===== config.mk =====
export PLATFORM = sky130hd
export DESIGN_NAME = gcd_ctrl
export DESIGN_NICKNAME = d
export VERILOG_FILES = /design/src/hdl/gcd_pkg.sv /design/src/hdl/gcd_ctrl.sv
export SDC_FILE = /design/constraint.sdc
export NUM_CORES = 1
export LEC_CHECK = 0
export BUFFER_PORTS_ARGS = -buffer_cell sky130_fd_sc_hd__buf_4
export CAP_MARGIN = 25
export CORE_MARGIN = 2
export CORE_UTILIZATION = 40
export DETAILED_ROUTE_END_ITERATION = 7
export PLACE_DENSITY = 0.59
export SLEW_MARGIN = 5
export SYNTH_ARGS = -nofsm -noshare
export SYNTH_HDL_FRONTEND = slang
export SYNTH_SLANG_ARGS = --single-unit
export TNS_END_PERCENT = 50

===== constraint.sdc =====
create_clock -name clk -period 2 [get_ports clk]
set_input_delay 0 -clock clk [delete_from_list [all_inputs] [get_ports clk]]
set_output_delay 0 -clock clk [all_outputs]
set_load 0.005 [all_outputs]

===== src/hdl/gcd_pkg.sv =====
`default_nettype none
// ----------------------------------------------------------------------------
// gcd_pkg
// Shared types, constants and weight table for the grid cell deformation block.
// ----------------------------------------------------------------------------
package gcd_pkg;

  localparam int MaxColumns = 1024;
  localparam int ColBits    = 10;
  localparam int DispBits   = 32;
  localparam int SumBits    = 36;
  localparam int MagBits    = 35;
  localparam int OutBits    = 40;
  localparam int AccBits    = 82;
  localparam int RootBits   = 41;

  localparam logic [39:0] Cap40 = 40'hFF_FFFF_FFFF;
  localparam logic [39:0] Pos39 = 40'h7F_FFFF_FFFF;
  localparam logic [39:0] Neg39 = 40'h80_0000_0000;

  localparam logic [1:0] RegColumns = 2'd0;
  localparam logic [1:0] RegShear   = 2'd1;
  localparam logic [1:0] RegTwist   = 2'd2;
  localparam logic [1:0] RegAffine  = 2'd3;

  // Weight patterns: rows are terms, columns are the eight cell values.
  localparam logic signed [1:0] Weight [6][8] = '{
    '{-2'sd1, -2'sd1,  2'sd1, -2'sd1, -2'sd1,  2'sd1,  2'sd1,  2'sd1},
    '{ 2'sd1, -2'sd1,  2'sd1,  2'sd1, -2'sd1, -2'sd1, -2'sd1,  2'sd1},
    '{ 2'sd0, -2'sd1,  2'sd0,  2'sd1,  2'sd0,  2'sd1,  2'sd0, -2'sd1},
    '{-2'sd1,  2'sd0,  2'sd1,  2'sd0,  2'sd1,  2'sd0, -2'sd1,  2'sd0},
    '{-2'sd1,  2'sd1,  2'sd1,  2'sd1, -2'sd1, -2'sd1,  2'sd1, -2'sd1},
    '{-2'sd1, -2'sd1, -2'sd1,  2'sd1,  2'sd1, -2'sd1,  2'sd1,  2'sd1}
  };

  typedef enum logic [3:0] {
    S_IDLE, S_READ, S_CHECK, S_MUL_LO, S_MUL_HI, S_SQUARE,
    S_SH_INIT, S_SH_RUN, S_AL_INIT, S_AL_RUN, S_OUT
  } state_t;

  typedef struct packed {
    logic       load_in;
    logic       close_cell;
    logic       acc_clr;
    logic       mul_lo;
    logic       mul_hi;
    logic       sq_step;
    logic       sh_save;
    logic       root_init;
    logic       root_sel;
    logic       root_step;
    logic       shear_save;
    logic       out_load;
    logic [2:0] term;
    logic [1:0] part;
    logic [1:0] sqk;
  } cmd_t;

  typedef struct packed {
    logic emit;
    logic miss;
    logic out_free;
  } sts_t;

endpackage
`default_nettype wire


===== src/hdl/gcd_ctrl.sv =====
`default_nettype none
// ----------------------------------------------------------------------------
// gcd_ctrl
// Sequencer: steps one node through read, sums, scaling, squares and roots.
// ----------------------------------------------------------------------------
module gcd_ctrl (
  input  wire              clk,
  input  wire              rst_n,
  input  wire              in_tvalid,
  output logic             in_tready,
  input  gcd_pkg::sts_t    sts,
  output gcd_pkg::cmd_t    cmd
);
  import gcd_pkg::*;

  state_t     state_r, state_nxt;
  logic [2:0] term_r, term_nxt;
  logic [1:0] part_r, part_nxt;
  logic [1:0] sqk_r, sqk_nxt;
  logic [5:0] iter_r, iter_nxt;

  always_ff @(posedge clk) begin
    if (!rst_n) begin
      state_r <= S_IDLE;
      term_r  <= '0;
      part_r  <= '0;
      sqk_r   <= '0;
      iter_r  <= '0;
    end else begin
      state_r <= state_nxt;
      term_r  <= term_nxt;
      part_r  <= part_nxt;
      sqk_r   <= sqk_nxt;
      iter_r  <= iter_nxt;
    end
  end

  always_comb begin
    state_nxt = state_r;
    term_nxt  = term_r;
    part_nxt  = part_r;
    sqk_nxt   = sqk_r;
    iter_nxt  = iter_r;
    cmd       = '0;
    cmd.term  = term_r;
    cmd.part  = part_r;
    cmd.sqk   = sqk_r;
    in_tready = 1'b0;
    case (state_r)
      S_IDLE: begin
        in_tready   = 1'b1;
        cmd.load_in = in_tvalid;
        if (in_tvalid) state_nxt = S_READ;
      end
      S_READ: begin
        cmd.close_cell = 1'b1;
        state_nxt      = S_CHECK;
      end
      S_CHECK: begin
        cmd.acc_clr = 1'b1;
        term_nxt    = '0;
        part_nxt    = '0;
        sqk_nxt     = '0;
        if (!sts.emit) state_nxt = S_IDLE;
        else if (sts.miss) state_nxt = S_OUT;
        else state_nxt = S_MUL_LO;
      end
      S_MUL_LO: begin
        cmd.mul_lo = 1'b1;
        state_nxt  = S_MUL_HI;
      end
      S_MUL_HI: begin
        cmd.mul_hi = 1'b1;
        term_nxt   = term_r + 3'd1;
        state_nxt  = (term_r == 3'd5) ? S_SQUARE : S_MUL_LO;
      end
      S_SQUARE: begin
        cmd.sq_step = 1'b1;
        if (part_r == 2'd2) begin
          part_nxt = '0;
          sqk_nxt  = sqk_r + 2'd1;
          if (sqk_r == 2'd1) cmd.sh_save = 1'b1;
          if (sqk_r == 2'd3) state_nxt = S_SH_INIT;
        end else begin
          part_nxt = part_r + 2'd1;
        end
      end
      S_SH_INIT: begin
        cmd.root_init = 1'b1;
        cmd.root_sel  = 1'b0;
        iter_nxt      = '0;
        state_nxt     = S_SH_RUN;
      end
      S_SH_RUN: begin
        cmd.root_step = 1'b1;
        iter_nxt      = iter_r + 6'd1;
        if (iter_r == 6'(RootBits - 1)) state_nxt = S_AL_INIT;
      end
      S_AL_INIT: begin
        cmd.shear_save = 1'b1;
        cmd.root_init  = 1'b1;
        cmd.root_sel   = 1'b1;
        iter_nxt       = '0;
        state_nxt      = S_AL_RUN;
      end
      S_AL_RUN: begin
        cmd.root_step = 1'b1;
        iter_nxt      = iter_r + 6'd1;
        if (iter_r == 6'(RootBits - 1)) state_nxt = S_OUT;
      end
      S_OUT: begin
        if (sts.out_free) begin
          cmd.out_load = 1'b1;
          state_nxt    = S_IDLE;
        end
      end
      default: state_nxt = S_IDLE;
    endcase
  end

endmodule
`default_nettype wire


==> reports/results.txt, run 1 <==
WL final - 2.52 mm
clock-pin slew on the worst setup and hold paths - 110 ps
final hold violations - 0
1st-iter DRT viols - 44
first-pass GRT wire length - 4.15 mm
critical path cell sequence - nor3b_1 > nor2_1 > nor2_1 > buf_4
Post-synth ARST share - 0%
FF-to-FF setup slack - 270 ps
ANT cells - 0
Top FF cell, synth - dfxtp_1
synthesized instance count - 132
startpoint class of the critical path - flip-flop
status - completed
setup repair bufs after CTS - 0
Static Leak - 0.564 nW
Die Wd - 56.6 um
Initial Util - 41.2%
drt first pass iters - 4
Vias - 1,042
critical path type - reg -> out
multi-input logic area - 682 um2
commonest non-fill, non-tap cell in the layout - buf_4
skew final - 3.98 ps
layout cells sized above 1 - 26.9%
via-per-instance ratio - 5.46
Final period util - 87.1%
synth warn - 0
CP most frequent cell - nor2_1
Reg area - 340 um2
final-stage net count - 173
drt wl/cell - 13.2 um
Port-buffer cells - 25
initial antenna violation count - 0
Cell variety after synth - 48
Net Count, Synth - 144
CP Launch Point - state_r[3]$_SDFFE_PN0P_
GPL Wtd Cong - 0.840
worst skew pair latency - 290 ps
relative slew slack - 65.7%
RSZ-0062 raised after global routing - no
CTS tree - done
largest net degree at the start of global routing - 16
Max Freq - 574 MHz
Slew @ Worst Pin - 514 ps
r2r worst-path depth - 4
number of synthesized flops with an enable pin - 0
CTS Buf Count - 3
Worst R2R Start - state_r[3]$_SDFFE_PN0P_
Avg Cell Area, Syn - 8.38 um2
max-slew violation count - 0
io pins - 26
post_cts resized - 0
Tightest Hold Check Type - in -> reg
PD cells - 565 nW/um2
Fill cells - 266
Placeable Area - 2690 um2
die area - 3200 um2
Final ANT Viol Nets - 0
area grow syn2layout - 22.6%
max incr delay on CP - 630 ps
post-DP HPWL - 1.90 mm
Row Count - 19
CP endpoint - cmd[11]
DRC - 0
max cap viols - 0
hold path startpoint - sts[2]
Congestion Overflow GR - 0
CP required - 2000 ps
GRT Total Usage - 16.2%
synthesized area - 1110 um2
maximum vdd drop - 363 uV
most frequent cells in the layout - buf_4 (30), nor2_1 (17), dfxtp_1 (17), nand2_1 (12), a21oi_1 (7)
Die H - 56.6 um
CP Max Fanout - 13
CTS Sinks - 17
vias in the first global route - 999
sequential fraction of the synthesis area - 30.8%
setup violators final - 0
TNS Setup - 0 ps
Crit-path slowest cell - dfxtp_1
root buffer cell - clkbuf_4
Arrival @ worst endpoint - 1740 ps
H-tree Lvls - 1
R2R Path End - state_r[3]$_SDFFE_PN0P_
endpoint class of the critical path - output port
register bit total from synthesis - 17
clk buf depth - 2
worst hold slack - 192 ps
minimum clock period after layout - 1740 ps
## sequential cells by signal, summed over array words and instances, names as in the netlist
name and flops:
iter_r 6, part_r 2, sqk_r 2, term_r 3, state_r 4
## per-layer routing
layer	GRT usage [%]	part of all wire, %
met5	0	0
met4	8.16	2.1
met3	2.30	5.2
met2	25.7	44
met1	21.3	48
## worst min path at each step
stage,endpoint,depth (start not counted)
final,state_r[1]$_SDFFE_PN0P_,4
after detailed placement,sqk_r[1]$_SDFFE_PN0P_,2
after global routing,state_r[1]$_SDFFE_PN0P_,4
after global placement,sqk_r[1]$_SDFFE_PN0P_,2
after floorplan,cmd[18],1
after CTS,state_r[1]$_SDFFE_PN0P_,4
## synthesized netlist by cell type (2+ instances only)
cell type / count / area share [%]
dfxtp_1: 17 / 31
nor2_1: 17 / 5.8
nand2_1: 12 / 4.1
a21oi_1: 7 / 3.2
ha_1: 6 / 6.8
inv_1: 5 / 1.7
buf_4: 4 / 2.7
inv_2: 3 / 1.0
mux2i_1: 3 / 2.7
nand3_1: 3 / 1.4
nand3b_1: 3 / 2.0
nor2b_1: 3 / 1.7
nor3_1: 3 / 1.4
o21a_1: 3 / 2.0
o21ai_0: 3 / 1.4
xor2_1: 3 / 2.4
a211oi_2: 2 / 2.3
and3_1: 2 / 1.1
nor4_1: 2 / 1.1
nor4b_1: 2 / 1.6
xnor2_1: 2 / 1.6
## power by group
part,internal [mW],switching (mW)
Combinational,0.103,0.0889
Clock,0.0776,0.115
Sequential,0.348,0.0334
Total,0.529,0.237
## cell families after synthesis
logic type	count (synthesis)	synth area share, %
AO/OA/AOI/OAI	24	15.6
XOR/XNOR	5	3.96
adder cells (fa/ha/maj)	6	6.79
buffers and inverters	16	7.58
flip-flops	17	30.8
multiplexers	4	3.73
AND/OR/NAND/NOR	60	31.6
## layout make-up
type / count / area share [%]
multi-input combinational: 99 / 50.3
sequential: 17 / 25.1
timing repair buffer: 31 / 17.3
tap: 31 / 2.86
inverter: 9 / 2.49
clock buffer: 4 / 1.94
## through the flow
step / std cells / setup slack, ps / cell area [um2] / power, mW / util [%]
after floorplan: 132 / 450 / 1110 / 0.509 / -
after global placement: 186 / 308 / 1320 / 0.580 / 49.1
after detailed placement: 186 / 310 / 1320 / 0.580 / 49.1
after CTS: 191 / 249 / 1360 / 0.771 / 50.5
after global routing: 191 / 75.4 / 1360 / 0.805 / 50.5
final: 191 / 257 / 1360 / 0.766 / 50.5
## critical path, delay by kind of cell, from the launching register on
family                 cells  cell delay (ps)
AND/OR/NAND/NOR            3              690
flip-flops                 1              630
buffers and inverters      1              120
## what timing repair did
action / CTS / global route
endpoints found under the setup margin: 0 / 0
hold endpoints to repair: 1 / 0
hold buffers: 1 / 0
Note: power is estimated with default switching activity, not from simulation.
==> run 2, diff against run 1 <==
Settings changed: REMOVE_ABC_BUFFERS from default to 1.
==> reports/results.txt, run 2 (synthesis gave the netlist of run 1 again) <==
critical path type - reg -> reg (was reg -> out)
post-DP HPWL - 1.74 mm (was 1.90 mm)
CTS Sinks - 17 (unchanged)
commonest non-fill, non-tap cell in the layout - buf_4 (unchanged)
Row Count - 19 (unchanged)
vias in the first global route - 880 (was 999)
drt first pass iters - 4 (unchanged)
worst skew pair latency - 290 ps (about the same)
area grow syn2layout - 21.4% (was 22.6%)
most frequent cells in the layout - buf_4 (28), nor2_1 (17), dfxtp_1 (16), nand2_1 (12), a21oi_1 (7) (was buf_4 (30), nor2_1 (17), dfxtp_1 (17), nand2_1 (12), a21oi_1 (7))
Port-buffer cells - 25 (unchanged)
pre-CTS setup slack - 216 ps (was 310 ps)
DRC - 0 (unchanged)
Congestion Overflow GR - 0 (unchanged)
CTS Buf Count - 3 (unchanged)
CP Launch Point - state_r[1]$_SDFFE_PN0P_ (was state_r[3]$_SDFFE_PN0P_)
Vias - 1,018 (was 1,042)
Die H - 56.6 um (unchanged)
GPL Wtd Cong - 0.888 (was 0.840)
PD cells - 558 nW/um2 (was 565 nW/um2)
CTS tree - done (unchanged)
Die Wd - 56.6 um (unchanged)
TNS Setup - 0 ps (unchanged)
final hold violations - 0 (unchanged)
Slew @ Worst Pin - 662 ps (was 514 ps)
CP Max Fanout - 19 (was 13)
H-tree Lvls - 1 (unchanged)
max-slew violation count - 0 (unchanged)
1st-iter DRT viols - 16 (was 44)
setup violators final - 0 (unchanged)
relative slew slack - 55.8% (was 65.7%)
Tightest Hold Check Type - in -> reg (unchanged)
WL final - 2.37 mm (was 2.52 mm)
Static Leak - 0.555 nW (was 0.564 nW)
Arrival @ worst endpoint - 2030 ps (was 1740 ps)
max FFs per register - 6 (unchanged)
initial antenna violation count - 0 (unchanged)
final-stage net count - 171 (was 173)
Max Freq - 544 MHz (was 574 MHz)
biggest regs - iter_r: 6 flops, state_r: 4 flops, term_r: 3 flops (unchanged)
Placeable Area - 2690 um2 (unchanged)
minimum clock period after layout - 1840 ps (was 1740 ps)
hold path startpoint - sts[1] (was sts[2])
FF-to-FF setup slack - 160 ps (was 270 ps)
Initial Util - 41.2% (unchanged)
Biggest register - iter_r (unchanged)
clock-pin slew on the worst setup and hold paths - 100 ps (was 110 ps)
RSZ-0062 raised after global routing - no (unchanged)
maximum vdd drop - 290 uV (was 363 uV)
WHS Path Cells - 5 (was 4)
skew final - 0.652 ps (was 3.98 ps)
clk buf depth - 2 (unchanged)
status - completed (unchanged)
Final WS setup - 161 ps (was 257 ps)
WHS Endpoint - state_r[3]$_SDFFE_PN0P_ (was state_r[1]$_SDFFE_PN0P_)
io pins - 26 (unchanged)
endpoint class of the critical path - flip-flop (was output port)
setup repair bufs after CTS - 0 (unchanged)
max cap viols - 0 (unchanged)
GRT Total Usage - 15.3% (was 16.2%)
ANT cells - 0 (unchanged)
CP required - 2190 ps (was 2000 ps)
largest net degree at the start of global routing - 21 (was 16)
Worst R2R Start - state_r[1]$_SDFFE_PN0P_ (was state_r[3]$_SDFFE_PN0P_)
startpoint class of the critical path - flip-flop (unchanged)
via-per-instance ratio - 5.39 (was 5.46)
R2R Path End - state_r[0]$_SDFFE_PN0P_ (was state_r[3]$_SDFFE_PN0P_)
Final ANT Viol Nets - 0 (unchanged)
r2r worst-path depth - 4 (unchanged)
drt wl/cell - 12.5 um (was 13.2 um)
Final period util - 91.9% (was 87.1%)
first-pass GRT wire length - 3.91 mm (was 4.15 mm)
die area - 3200 um2 (unchanged)
layout cells sized above 1 - 26.6% (was 26.9%)
root buffer cell - clkbuf_4 (unchanged)
-- run 2: cell types whose count changed in the layout (fill, tap and decap cells not counted), sizes merged --
cell,delta
buf,-2
-- run 2: timing repair --
item,CTS,global route
endpoints found under the setup margin,0,1
endpoints found under the hold margin,1,0
resized for setup,0,1
hold buffers,1,0
-- run 2: layout make-up --
type / instances / area [um2]
Timing Repair Buffer: 29 / 220
Tap cell: 31 / 38.8
Sequential cell: 17 / 342
Inverter: 9 / 33.8
Fill cell: 274 / 1340
Multi-Input combinational cell: 99 / 682
Clock buffer: 4 / 26.3
-- run 2: critical path: stages, from the launching register on --
cell and delay, ps:
dfxtp_1 760, or3b_4 270, nand2_1 100, a311o_2 420
o21a_1 190
-- run 2: where the power goes --
group	switching, mW	total [mW]	internal, mW
Combinational	0.0824	0.179	0.0968
Clock	0.107	0.184	0.0775
Sequential	0.0378	0.386	0.348
-- run 2: metal layers --
metal / part of all wire, % / track usage [%] / vias up
li1: - / - / 520
met1: 50 / 21.4 / 469
met2: 43 / 23.1 / 24
met3: 4.5 / 2.07 / 5
met4: 1.7 / 7.14 / 0
met5: 0 / 0 / -
-- run 2: metrics by stage --
| stage | hold WS [ps] | cells | cell area [um2] | utilization, % | power, mW |
|---|---|---|---|---|---|
| after floorplan | 110 | 125 | 1060 | - | 0.490 |
| after global placement | 271 | 184 | 1310 | 48.6 | 0.569 |
| after detailed placement | 267 | 184 | 1310 | 48.6 | 0.571 |
| after CTS | 173 | 189 | 1340 | 49.9 | 0.757 |
| after global routing | 209 | 189 | 1340 | 50.0 | 0.789 |
| final | 169 | 189 | 1340 | 50.0 | 0.750 |
-- run 2: worst max-delay path by stage --
| stage | endpoint | slack, ps | cells past startpoint |
|---|---|---|---|
| after floorplan | part_r[1]$_SDFFE_PN0P_ | 420 | 5 |
| after CTS | cmd[16] | 190 | 3 |
| after global routing | state_r[2]$_SDFFE_PN0P_ | 4 | 3 |
| after global placement | part_r[1]$_SDFFE_PN0P_ | 260 | 5 |
| after detailed placement | state_r[0]$_SDFFE_PN0P_ | 220 | 4 |
| final | state_r[0]$_SDFFE_PN0P_ | 160 | 4 |
